**src/sv/sv39ptm_pkg.sv**
```systemverilog
package sv39ptm_pkg;

    localparam int VPN_W         = 27;
    localparam int PPN_W         = 44;
    localparam int PERM_W        = 8;
    localparam int IDX_W         = 9;
    localparam int RPAGE_W       = 4;
    localparam int PTE_W         = 64;
    localparam int PTE_PPN_SHIFT = 10;
    localparam int IN_TDATA_W    = 96;
    localparam int OUT_TDATA_W   = 72;

    localparam logic FUNC_MAP  = 1'b0;
    localparam logic FUNC_READ = 1'b1;

    localparam logic ST_OK  = 1'b0;
    localparam logic ST_ERR = 1'b1;

    typedef struct packed {
        logic               func;
        logic [VPN_W-1:0]   virt_page;
        logic [PPN_W-1:0]   phys_page;
        logic [PERM_W-1:0]  perm;
        logic               final_page;
        logic [RPAGE_W-1:0] read_page;
        logic [IDX_W-1:0]   read_index;
    } t_request;

    typedef struct packed {
        logic             status;
        logic [1:0]       new_tables;
        logic [PTE_W-1:0] read_data;
        logic             run_done;
    } t_result;

    // Non-leaf entry: PPN of (base + local page), V set.
    function automatic logic [PTE_W-1:0] pointer_entry(input logic [PPN_W-1:0] base,
                                                       input logic [PPN_W-1:0] page);
        logic [PPN_W-1:0] sum;
        sum = base + page;
        return {10'd0, sum, 9'd0, 1'b1};
    endfunction

    function automatic logic [PTE_W-1:0] leaf_entry(input logic [PPN_W-1:0]  ppn,
                                                    input logic [PERM_W-1:0] perm);
        return {10'd0, ppn, 2'd0, perm};
    endfunction

endpackage

```
**src/sv/sv39ptm_walk.sv**
```systemverilog
module sv39ptm_walk #(
    parameter int TABLE_PAGES = 16
) (
    input  logic                          i_clk,
    input  logic                          i_rst_n,
    input  logic                          i_cfg_wen,
    input  logic [sv39ptm_pkg::PPN_W-1:0] i_cfg_wdata,
    input  logic                          i_req_valid,
    output logic                          o_req_ready,
    input  sv39ptm_pkg::t_request         i_req,
    output logic                          o_res_valid,
    input  logic                          i_res_ready,
    output sv39ptm_pkg::t_result          o_res,
    output logic                          o_ram_en,
    output logic                          o_ram_we,
    output logic [$clog2(TABLE_PAGES)+sv39ptm_pkg::IDX_W-1:0] o_ram_addr,
    output logic [sv39ptm_pkg::PTE_W-1:0] o_ram_wdata,
    input  logic [sv39ptm_pkg::PTE_W-1:0] i_ram_rdata
);

    import sv39ptm_pkg::*;

    localparam int PW    = $clog2(TABLE_PAGES);
    localparam int AW    = PW + IDX_W;
    localparam int DEPTH = TABLE_PAGES * (2 ** IDX_W);
    localparam int NFW   = $clog2(TABLE_PAGES + 1);

    localparam logic [2:0] S_CLEAR = 3'd0;
    localparam logic [2:0] S_IDLE  = 3'd1;
    localparam logic [2:0] S_RD    = 3'd2;
    localparam logic [2:0] S_ROOT  = 3'd3;
    localparam logic [2:0] S_MID   = 3'd4;
    localparam logic [2:0] S_WMID  = 3'd5;
    localparam logic [2:0] S_WLEAF = 3'd6;
    localparam logic [2:0] S_RESP  = 3'd7;

    logic [2:0]       r_state, n_state;
    logic [AW-1:0]    r_clr_addr, n_clr_addr;
    logic [NFW-1:0]   r_nft, n_nft;
    logic [PPN_W-1:0] r_base;
    t_request         r_req, n_req;
    logic [PW-1:0]    r_mid, n_mid;
    logic [PW-1:0]    r_leaf, n_leaf;
    logic [1:0]       r_used, n_used;
    t_result          r_res, n_res;

    logic [PPN_W-1:0] pte_rel;
    logic             pte_ok;
    logic [PW-1:0]    pte_page;
    logic             room2;
    logic             room1;
    logic             rd_in_range;
    logic [IDX_W-1:0] idx_root, idx_mid, idx_leaf;
    t_result          err_res;

    assign pte_rel     = i_ram_rdata[PTE_PPN_SHIFT +: PPN_W] - r_base;
    assign pte_ok      = (pte_rel != '0) && (pte_rel < PPN_W'(r_nft));
    assign pte_page    = pte_rel[PW-1:0];
    assign room2       = ({1'b0, r_nft} + (NFW+1)'(2)) <= (NFW+1)'(TABLE_PAGES);
    assign room1       = r_nft < NFW'(TABLE_PAGES);
    assign rd_in_range = 9'(r_req.read_page) < 9'(TABLE_PAGES);
    assign idx_root    = r_req.virt_page[26:18];
    assign idx_mid     = r_req.virt_page[17:9];
    assign idx_leaf    = r_req.virt_page[8:0];
    assign err_res     = '{status: ST_ERR, new_tables: 2'd0, read_data: '0,
                           run_done: r_req.final_page};

    always_comb begin
        n_state     = r_state;
        n_clr_addr  = r_clr_addr;
        n_nft       = r_nft;
        n_req       = r_req;
        n_mid       = r_mid;
        n_leaf      = r_leaf;
        n_used      = r_used;
        n_res       = r_res;
        o_ram_en    = 1'b0;
        o_ram_we    = 1'b0;
        o_ram_addr  = r_clr_addr;
        o_ram_wdata = '0;
        unique case (r_state)
            S_CLEAR: begin
                o_ram_en   = 1'b1;
                o_ram_we   = 1'b1;
                n_clr_addr = r_clr_addr + AW'(1);
                if (r_clr_addr == AW'(DEPTH - 1)) begin
                    n_state = S_IDLE;
                end
            end
            S_IDLE: begin
                if (i_req_valid) begin
                    n_req    = i_req;
                    o_ram_en = 1'b1;
                    if (i_req.func == FUNC_READ) begin
                        o_ram_addr = {PW'(i_req.read_page), i_req.read_index};
                        n_state    = S_RD;
                    end else begin
                        o_ram_addr = {PW'(0), i_req.virt_page[26:18]};
                        n_state    = S_ROOT;
                    end
                end
            end
            S_RD: begin
                n_res   = '{status: ST_OK, new_tables: 2'd0,
                            read_data: rd_in_range ? i_ram_rdata : '0, run_done: 1'b0};
                n_state = S_RESP;
            end
            S_ROOT: begin
                if (!i_ram_rdata[0]) begin
                    if (room2) begin
                        o_ram_en    = 1'b1;
                        o_ram_we    = 1'b1;
                        o_ram_addr  = {PW'(0), idx_root};
                        o_ram_wdata = pointer_entry(r_base, PPN_W'(r_nft));
                        n_mid       = PW'(r_nft);
                        n_leaf      = PW'(r_nft + NFW'(1));
                        n_used      = 2'd2;
                        n_state     = S_WMID;
                    end else begin
                        n_res   = err_res;
                        n_state = S_RESP;
                    end
                end else if (pte_ok) begin
                    o_ram_en   = 1'b1;
                    o_ram_addr = {pte_page, idx_mid};
                    n_mid      = pte_page;
                    n_state    = S_MID;
                end else begin
                    n_res   = err_res;
                    n_state = S_RESP;
                end
            end
            S_MID: begin
                if (!i_ram_rdata[0]) begin
                    if (room1) begin
                        o_ram_en    = 1'b1;
                        o_ram_we    = 1'b1;
                        o_ram_addr  = {r_mid, idx_mid};
                        o_ram_wdata = pointer_entry(r_base, PPN_W'(r_nft));
                        n_leaf      = PW'(r_nft);
                        n_used      = 2'd1;
                        n_state     = S_WLEAF;
                    end else begin
                        n_res   = err_res;
                        n_state = S_RESP;
                    end
                end else if (pte_ok) begin
                    n_leaf  = pte_page;
                    n_used  = 2'd0;
                    n_state = S_WLEAF;
                end else begin
                    n_res   = err_res;
                    n_state = S_RESP;
                end
            end
            S_WMID: begin
                o_ram_en    = 1'b1;
                o_ram_we    = 1'b1;
                o_ram_addr  = {r_mid, idx_mid};
                o_ram_wdata = pointer_entry(r_base, PPN_W'(r_leaf));
                n_state     = S_WLEAF;
            end
            S_WLEAF: begin
                o_ram_en    = 1'b1;
                o_ram_we    = 1'b1;
                o_ram_addr  = {r_leaf, idx_leaf};
                o_ram_wdata = leaf_entry(r_req.phys_page, r_req.perm);
                n_nft       = r_nft + NFW'(r_used);
                n_res       = '{status: ST_OK, new_tables: r_used, read_data: '0,
                                run_done: r_req.final_page};
                n_state     = S_RESP;
            end
            S_RESP: begin
                if (i_res_ready) begin
                    n_state = S_IDLE;
                end
            end
        endcase
    end

    always_ff @(posedge i_clk) begin
        if (!i_rst_n) begin
            r_state    <= S_CLEAR;
            r_clr_addr <= '0;
            r_nft      <= NFW'(1);
            r_base     <= '0;
        end else begin
            r_state    <= n_state;
            r_clr_addr <= n_clr_addr;
            r_nft      <= n_nft;
            if (i_cfg_wen) begin
                r_base <= i_cfg_wdata;
            end
        end
    end

    always_ff @(posedge i_clk) begin
        r_req  <= n_req;
        r_mid  <= n_mid;
        r_leaf <= n_leaf;
        r_used <= n_used;
        r_res  <= n_res;
    end

    assign o_req_ready = (r_state == S_IDLE);
    assign o_res_valid = (r_state == S_RESP);
    assign o_res       = r_res;

endmodule

```
**config.mk**
```make
export PLATFORM = sky130hd
export DESIGN_NAME = sv39ptm_walk
export DESIGN_NICKNAME = d
export VERILOG_FILES = /design/src/sv/sv39ptm_pkg.sv /design/src/sv/sv39ptm_walk.sv
export SDC_FILE = /design/constraint.sdc
export NUM_CORES = 1
export LEC_CHECK = 0
export BUFFER_PORTS_ARGS = -buffer_cell sky130_fd_sc_hd__buf_2
export CORE_ASPECT_RATIO = 0.7
export CORE_MARGIN = 3
export CORE_UTILIZATION = 55
export CTS_BUF_LIST = sky130_fd_sc_hd__clkbuf_8
export CTS_CLUSTER_SIZE = 30
export DETAILED_ROUTE_END_ITERATION = 8
export GPL_ROUTABILITY_DRIVEN = 0
export HOLD_SLACK_MARGIN = 0.08
export MAX_ROUTING_LAYER = met4
export PLACE_DENSITY = 0.82
export SLEW_MARGIN = 20
export SYNTH_ARGS = -nofsm -noshare
export SYNTH_HDL_FRONTEND = slang
export SYNTH_SLANG_ARGS = --single-unit
```
**constraint.sdc**
```tcl
create_clock -name i_clk -period 17.4 [get_ports i_clk]
set_clock_uncertainty 0.2 [all_clocks]
set_input_delay 3.48 -clock i_clk [delete_from_list [all_inputs] [get_ports i_clk]]
set_output_delay 3.48 -clock i_clk [all_outputs]
set_load 0.05 [all_outputs]
```
# ---- Yosys cells after proc, flatten, opt, wreduce, memory -nomap -nowiden
# Cells that the tools add are included.
dict set report classes {
  addsub 7
  n_lt_le_gt_ge 3
  n_eq_ne 18
  muxes 53
  n_reduce_logical 13
}
# operator n
set ops {}
lappend ops {{two-way mux 68 bit} 5}
lappend ops {{case mux 68 bit (4 select lines)} 1}
lappend ops {{two-way mux 54 bit} 4}
lappend ops {{case mux 54 bit (4 select lines)} 1}
lappend ops {{two-way mux 13 bit} 7}
lappend ops {{case mux 13 bit (5 select lines)} 1}
lappend ops {{adder 44 x 4 -> 44 bit} 1}
lappend ops {{adder 44 x 5 -> 44 bit} 1}
lappend ops {{< comparator 44 x 5 -> 1 bit} 1}
lappend ops {{nonzero test 44 bit} 1}
lappend ops {{subtractor 44 bit} 1}
lappend ops {{two-way mux 4 bit} 7}
lappend ops {{case mux 3 bit (7 select lines)} 1}
lappend ops {{two-way mux 3 bit} 5}
lappend ops {{two-way mux 2 bit} 7}
lappend ops {{adder 13 x 1 -> 13 bit (second input constant)} 1}
lappend ops {{equality test 13 bit (second input constant)} 1}
lappend ops {{equality test 3 bit (second input constant)} 4}
lappend ops {{!= test 3 bit (second input constant)} 4}
lappend ops {{two-way mux 1 bit} 10}
lappend ops {{AND reduction 3 bit} 3}
lappend ops {{!= test 2 bit (second input constant)} 4}
lappend ops {{case mux 4 bit (2 select lines)} 1}
lappend ops {{adder 5 x 2 -> 6 bit (second input constant)} 1}
lappend ops {{other kinds (18)} 21}
dict set report word_totals {
  ff_bits 223
  input_bits 207
  output_inout_bits 149
  word_cells 109
}

# ---- Depth between registers and ports, before layout
# Gate-level depths: netlist of the first run.
dict set report logic_depth {
  depth_word 6
  mapped_depth 20
  depth_no_buf 19
}

# ---- Least setup slack after synthesis of the first run
# Ideal clock, no wire load.
dict set report synth_timing {
  path_kind {input to output}
  startpoint {input port i_ram_rdata[10] (netlist name)}
  endpoint {output port o_ram_addr[10] (netlist name)}
  t_arrival_ns 7.681
  t_required_ns 13.720
  setup_slack_ns 6.039
  stages 19
  path_buffers 1
  path_cell_list {inv_1 ha_1 fa_1 nand2b_1 nand2b_1 a21oi_1 xnor2_1 ha_1 nand2b_1 a21oi_1 o211ai_1 or4_4 a2111oi_4 o2111a_1 nand4_1 nor4b_4 buf_6 nand4_4 o221ai_1}
}
dict set report synth_via {
  elab_chain_len 6
  word_cells_on_any_way 7
  cone_classes {add/sub: 1; order compare: 1; mux: 3; reduce/logical: 2}
}
# element line
set synth_rtl {}
lappend synth_rtl {{from (decl)} sv39ptm_walk.sv:18} ;# input logic [sv39ptm_pkg::PTE_W-1:0] i_ram_rdata
lappend synth_rtl {{subtractor 44 bit *} sv39ptm_walk.sv:56} ;# assign pte_rel = i_ram_rdata[PTE_PPN_SHIFT +: PPN_W] - r_base;
lappend synth_rtl {{< comparator 44 x 5 -> 1 bit / nonzero test 44 bit (equally long branches)} sv39ptm_walk.sv:57} ;# assign pte_ok = (pte_rel != '0) && (pte_rel < PPN_W'(r_nft));
lappend synth_rtl {{logical AND 1 bit} sv39ptm_walk.sv:57}
lappend synth_rtl {{two-way mux 13 bit *} sv39ptm_walk.sv:123} ;# end else if (pte_ok) begin
lappend synth_rtl {{two-way mux 13 bit *} sv39ptm_walk.sv:109} ;# if (!i_ram_rdata[0]) begin
lappend synth_rtl {{case mux 13 bit (5 select lines) *} sv39ptm_walk.sv:81} ;# unique case (r_state)
lappend synth_rtl {{to (decl)} sv39ptm_walk.sv:16} ;# output logic [$clog2(TABLE_PAGES)+sv39ptm_pkg::IDX_W-1:0] o_ram_addr,
# Every way passes the cells marked *; elsewhere a longest branch is shown, timed or not.

# ---- Final worst setup path of the first run
dict set report layout_timing {
  startpoint {input port i_ram_rdata[10] (netlist name)}
  endpoint {output port o_ram_addr[12] (netlist name)}
}
# The elaborated chain is that of the path after synthesis.

==> results.py, run 1 <==
metrics = {
    "die": {
        "start_util_pct": 56.5,
        "die_h_um": 143,
        "dieWidth_um": 201,
        "rows": 49,
        "ios": 356,
        "die_area_sq_um": 28700,
        "core-area_sq_um": 25900,
    },
    "cells_and_area": {
        "final_cells": 2266,
        "final_common_cell": "buf_2",
        "area_growth_pct": 17.3,
        "mostFrequentLayoutCells": "buf_2, edfxtp_1, nand2_1",
        "drive_above_1_share_pct": 23.1,
        "final_core_util_pct": 66.3,
        "nets": 2144,
    },
    "global_routing": {
        "grtUsageMet1_pct": 48.4,
        "grt_max_degree": 69,
        "antenna_found_initial": 12,
        "grt_overflow": 0,
        "grt_pass1_vias": 13100,
        "gr-usage-all-layers_pct": 35.4,
        "grt_util_met3_pct": 10.4,
        "top_usage_layer": "met2",
        "grt_use_met2_pct": 50.1,
        "grt_pass1_wl_mm": 76.3,
    },
    "worst_setup_path": {
        "endpoint_kind": "primary output",
        "ff2ff_setup_slack_ns": 11.14,
        "rr_worst_depth": 14,
        "cp.arrival_ns": 8.50,
        "crit_slowest_cell": "nor4b_4",
        "crit_path_max_incr_delay_ns": 0.82,
        "path_cells": "buf_2 > inv_1 > ha_1 > fa_1 > nand2b_1 > nand2b_1 > a21oi_1 > xnor2_1 > ha_1 > nand2b_1 > a21oi_1 > o211ai_1 > or4_4 > a2111oi_4 > o2111a_1 > nand4_1 > nor4b_4 > nand3_4 > a21oi_2 > o221ai_1 > buf_2",
        "reg2reg_to": "o_res[0]",
        "worstSetupPathType": "in -> out",
        "cp_common_cell": "nand2b_1",
        "start_kind": "primary input",
        "crit_fanout": 15,
        "crit_required_ns": 13.72,
        "r2r-start": "r_base[9]",
    },
    "routing": {
        "post_drt_wl_per_cell_um": 22.9,
        "first_pass_iters": 7,
        "drt_iter0_drc": 2246,
        "wirelength_mm": 51.8,
        "via_per_inst": 6.39,
        "drc": 0,
        "vias": 14500,
        "antenna_left": 0,
    },
    "cts": {
        "ctsResizeCount": 0,
        "cts_sinks": 223,
        "clkLatencyLatePin_ns": 0.58,
        "cts_setup_buffers": 0,
        "hold_buffers": 0,
        "cts_tree": "done",
        "htree_levels": 2,
        "numCtsBuffers": 36,
        "cts_buffer_depth": 3,
        "clk_pin_slew_ns": 0.06,
        "cts_root_buf": "clkbuf_8",
    },
    "timing": {
        "finalSetupViolCount": 0,
        "slew_headroom_pct": 30.2,
        "whs_ns": 0.340,
        "hold_violations": 0,
        "worst_slew_pin_slew_ns": 1.04,
        "drv_slew": 0,
        "fmaxAchievable_ghz": 0.0821,
        "finalCritPeriodShare_pct": 70.0,
        "rsz0062_at_grt": "no",
        "fin_crit_ns": 12.18,
        "tns_ns": 0,
    },
    "power_and_ir_drop": {
        "p_sw_share_pct": 43.3,
        "internal_power_uw": 1120,
        "peakVddDrop_mv": 0.0774,
        "p_clk_share_pct": 22.8,
        "p_total_uw": 1970,
        "p_switching_uw": 854,
        "power_density_nw_per_um2": 115,
        "seqPwrFrac_pct": 38.0,
        "p_leak_uw": 0.00691,
        "p_comb_share_pct": 39.2,
    },
    "worst_hold_path": {
        "holdPathStages": 2,
        "hold-path-endpoint": "r_clr_addr[10]",
        "min-delay-start": "r_clr_addr[10]",
        "hp-class": "reg -> reg",
    },
    "synthesis": {
        "synth.distinct_cells": 82,
        "synthTopCellsByArea": "edfxtp_1, dfxtp_1, ha_1",
        "avgSynthCellArea_sq_um": 9.32,
        "synthFlopType": "edfxtp_1",
        "synth_top_cell_by_area": "edfxtp_1",
        "ys_ff_latch": 223,
        "async_flop_share_pct": 0,
        "synth_area_sq_um": 14700,
        "yosysTopAreaCellShare_pct": 32.4,
        "synthCells": 1572,
        "synth_edf_count": 158,
        "ys_warn_count": 0,
        "ys_seq_area_share_pct": 41.2,
    },
    "placement": {
        "hpwlAfterDp_mm": 39.4,
        "placed_cells": 2190,
        "port_buffers": 343,
    },
    "outcome": {
        "outcome": "complete, no violations",
    },
    "flow_run": {
        "drv_cap": 0,
    },
}
[metrics by stage]
| stage | setup slack (ns) | cell area, sq um |
|---|---|---|
| 2_1_floorplan | 6.04 | 14700 |
| 3_3_place_gp | 5.41 | 16500 |
| 3_5_place_dp | 5.37 | 16500 |
| 4_1_cts | 5.34 | 17200 |
| 5_1_grt | 5.03 | 17200 |
| 6_report | 5.22 | 17200 |
[power groups by stage]
stage / Combinational [uW] / Clock [uW] / Sequential [uW]
floorplan: 363 / 0 / 952
global placement: 747 / 0 / 755
detailed placement: 760 / 0 / 757
CTS: 763 / 454 / 746
global route: 812 / 480 / 754
finish: 774 / 449 / 748
[synthesized netlist by cell type, types with 5 or more instances]
cell type and instances:
o21bai_1 8, a221oi_1 9, and3_1 78, inv_1 76
mux2i_1 57, xor2_1 11, buf_2 10, a31oi_1 17
buf_4 14, o221ai_1 27, a21boi_0 9, o211ai_1 14
nand2b_1 11, a211oi_1 7, buf_6 5, nor2b_1 60
o21ai_0 78, a21oi_1 90, nand4_1 39, or2_2 5
o21ai_1 10, ha_1 62, dfxtp_1 65, a22oi_1 12
nand3_1 43, and2_1 17, xnor2_1 74, o22ai_1 7
a221o_1 17, clkbuf_1 71, a21o_1 9, a21oi_2 6
nor2_1 95, a22o_1 6, o21a_1 9, nand2_1 149
nor4_1 12, nor3_1 32, edfxtp_1 158, or3_1 18
a222oi_1 7
[registers in the layout, indices dropped and copies added (netlist names), 3 cells and up]
name / count
o_res: 68
r_req: 52
r_base: 44
r_clr_addr: 13
idx_leaf: 9
idx_mid: 9
idx_root: 9
r_nft: 5
r_leaf: 4
r_mid: 4
r_state: 3
[kinds of logic (layout without fill, tap and decap cells)]
logic type               count (synthesis)  in the layout  synth area share [%]
AND/OR/NAND/NOR                        579            579                  20.5
AO/OA/AOI/OAI                          380            380                  18.0
flip-flops                             223            223                  41.2
buffers and inverters                  180            495                  5.31
XOR/XNOR                                85             85                  5.08
adder cells (fa/ha/maj)                 66             66                  5.84
multiplexers                            58             58                  3.97
other                                    1             23                0.0256
[worst max-delay path: cells and delay by family]
kind	cells	cell delay [ns]
adder cells (fa/ha/maj)	3	0.84
AND/OR/NAND/NOR	7	2.27
AO/OA/AOI/OAI	7	1.34
XOR/XNOR	1	0.17
buffers and inverters	3	0.39
[layout make-up]
cell class	instances	area, sq um
repair buffers	353	1790
flip-flops and latches	223	6050
fillers	2141	8740
diodes	11	27.5
well taps	357	447
clock buffers	41	564
clock inverters	24	131
multi-input cells	1180	7890
inverters	77	290
[per-layer routing]
layer,share of wire [%],vias to the layer above
met4,3.9,0
met5,0,-
met1,40,6706
met3,14,183
li1,-,6417
met2,42,1178
[worst max path at each step]
stage                           to  depth (start not counted)            start
floorplan           o_ram_addr[10]                         19  i_ram_rdata[10]
global placement    o_ram_addr[11]                         21  i_ram_rdata[10]
detailed placement  o_ram_addr[11]                         21  i_ram_rdata[10]
CTS                 o_ram_addr[12]                         21  i_ram_rdata[10]
global route        o_ram_addr[11]                         21  i_ram_rdata[10]
finish              o_ram_addr[12]                         21  i_ram_rdata[10]
Power figures use the tool's default switching activity.
==> run 2: changes to the inputs <==
- clock period: 17.4 -> 12.5 ns (I/O delays scaled with it)
==> run 2 against run 1 <==
Net effect: the flow now finishes with violations (DRC); global-route usage decreased by 0.22 points; first-iteration DRC count increased by 6.9%; die area unchanged; critical path type unchanged; largest cell class unchanged; largest power group unchanged.
==> results.py, run 2 (synthesis gave the netlist of run 1 again) <==
metrics = {
    "cells_and_area": {
        "final_core_util_pct": 66.5,
        "largest_reg_flops": 68,
        "mostFrequentLayoutCells": "buf_2, edfxtp_1, nand2_1",
        "n_fill_cell": 2074,
        "final_cells": 2266,
        "nets": 2145,
        "final_common_cell": "buf_2",
        "area_growth_pct": 17.7,
        "drive_above_1_share_pct": 22.9,
    },
    "power_and_ir_drop": {
        "peakVddDrop_mv": 0.0966,
        "p_switching_uw": 1180,
        "power_density_nw_per_um2": 161,
        "p_sw_share_pct": 42.8,
        "p_clk_share_pct": 23.5,
        "p_comb_share_pct": 38.9,
        "p_leak_uw": 0.00693,
        "seqPwrFrac_pct": 37.6,
        "internal_power_uw": 1590,
    },
    "cts": {
        "cts_setup_buffers": 0,
        "hold_buffers": 0,
        "clkLatencyLatePin_ns": 0.56,
        "clk_pin_slew_ns": 0.06,
        "cts_root_buf": "clkbuf_8",
        "cts_buffer_depth": 3,
        "cts_sinks": 223,
        "cts_tree": "done",
        "numCtsBuffers": 36,
        "htree_levels": 2,
        "ctsResizeCount": 0,
    },
    "global_routing": {
        "grt_pass1_wl_mm": 76.2,
        "gr-usage-all-layers_pct": 35.2,
        "antenna_found_initial": 10,
        "grt_max_degree": 69,
        "grt_overflow": 0,
        "grt_pass1_vias": 13100,
    },
    "routing": {
        "post_drt_wl_per_cell_um": 22.7,
        "antenna_left": 0,
        "drt_iter0_drc": 2402,
        "wirelength_mm": 51.5,
        "first_pass_iters": 9,
        "vias": 14400,
        "drc": 6,
        "via_per_inst": 6.37,
    },
    "worst_setup_path": {
        "r2r-start": "r_base[10]",
        "crit_buf_inv": 3,
        "endpoint_kind": "primary output",
        "worstSetupPathType": "in -> out",
        "crit_slowest_cell": "nor4b_4",
        "crit_family": "simple AND/OR/NAND/NOR gates",
        "crit_required_ns": 9.80,
        "start_kind": "primary input",
        "crit_path_max_incr_delay_ns": 0.81,
        "crit_start": "i_ram_rdata[10]",
        "cp.arrival_ns": 7.55,
        "path_cells": "buf_2 > inv_1 > ha_1 > fa_1 > nand2b_1 > nand2b_1 > a21oi_1 > xnor2_1 > ha_1 > nand2b_1 > a21oi_1 > o211ai_1 > or4_4 > a2111oi_4 > o2111a_1 > nand4_1 > nor4b_4 > nand3_4 > a21oi_2 > o221ai_1 > buf_2",
        "ff2ff_setup_slack_ns": 6.25,
        "cp_common_cell": "nand2b_1",
        "crit_fanout": 15,
    },
    "timing": {
        "fmaxAchievable_ghz": 0.0976,
        "drv_slew": 0,
        "fin_crit_ns": 10.25,
        "worst_slew_pin_slew_ns": 1.01,
        "slew_headroom_pct": 32.2,
        "finalSetupViolCount": 0,
        "finalCritPeriodShare_pct": 82.0,
        "tns_ns": 0,
        "hold_violations": 0,
        "rsz0062_at_grt": "no",
    },
    "flow_run": {
        "drv_cap": 0,
    },
    "die": {
        "core-area_sq_um": 25900,
        "die_h_um": 143,
        "start_util_pct": 56.5,
        "rows": 49,
        "dieWidth_um": 201,
        "ios": 356,
        "die_area_sq_um": 28700,
    },
    "worst_hold_path": {
        "min-delay-start": "r_clr_addr[10]",
        "hp-class": "reg -> reg",
    },
    "placement": {
        "hpwlAfterDp_mm": 39.2,
        "port_buffers": 343,
        "placed_cells": 2190,
    },
    "outcome": {
        "violations": "DRC",
        "outcome": "finished with violations",
    },
}
==> run 2: changes by cell type in the layout (fill, tap and decap cells not counted), sizes merged <==
cell    change
buf         +1
bufinv      +2
clkbuf      -2
clkinv      +1
diode       -2
==> run 2: routing by layer <==
layer / routed length (um) / global-route usage, % / share of wire (%)
met1: 20800 / 48.3 / 40
met2: 21300 / 49.1 / 41
met3: 7230 / 10.4 / 14
met4: 2120 / 13.7 / 4.1
met5: 0 / - / 0
==> run 2: power groups by stage <==
stage | clock (uW) | combinational (uW) | sequential, uW
6_report | 650 | 1080 | 1040
5_1_grt | 695 | 1130 | 1050
4_1_cts | 659 | 1060 | 1040
3_5_place_dp | 0 | 1060 | 1050
3_3_place_gp | 0 | 1040 | 1050
2_1_floorplan | 0 | 506 | 1320
==> run 2: worst paths after layout <==
check	endpoint	cells past startpoint
worst max-delay path	o_ram_addr[10]	21
worst min-delay path	r_clr_addr[10]	2
worst max register to register	o_res[59]	14
worst min register to register	r_clr_addr[10]	2
==> run 2: worst register-to-register path: stages (launching register included) <==
cell,delay (ns)
dfxtp_1,0.75
inv_1,0.10
ha_1,0.44
a21oi_1,0.14
o21ai_0,0.36
a21oi_1,0.11
a31oi_1,0.35
a21oi_1,0.16
o41ai_1,0.67
mux2_2,0.44
nor4b_4,0.84
nand3_4,0.32
a311oi_1,0.52
nor2_4,0.04
buf_4,0.37
==> run 2: final cells by class <==
cell class	count	area [sq um]	area share, %
tap	357	447	2.59
multi-input combinational	1180	7890	45.8
inverter	77	290	1.68
antenna	9	22.5	0.131
timing repair buffer	354	1820	10.5
clock buffer	39	537	3.11
sequential	223	6050	35.1
clock inverter	27	191	1.11
==> run 2: stage by stage <==
step / hold WS [ns] / setup WS (ns) / total power, uW / cell area, sq um
2_1_floorplan: 0.277 / 3.10 / 1830 / 14700
3_3_place_gp: 0.311 / 2.47 / 2090 / 16500
3_5_place_dp: 0.330 / 2.37 / 2110 / 16500
4_1_cts: 0.341 / 2.31 / 2760 / 17200
5_1_grt: 0.368 / 1.95 / 2880 / 17200
6_report: 0.336 / 2.25 / 2770 / 17200
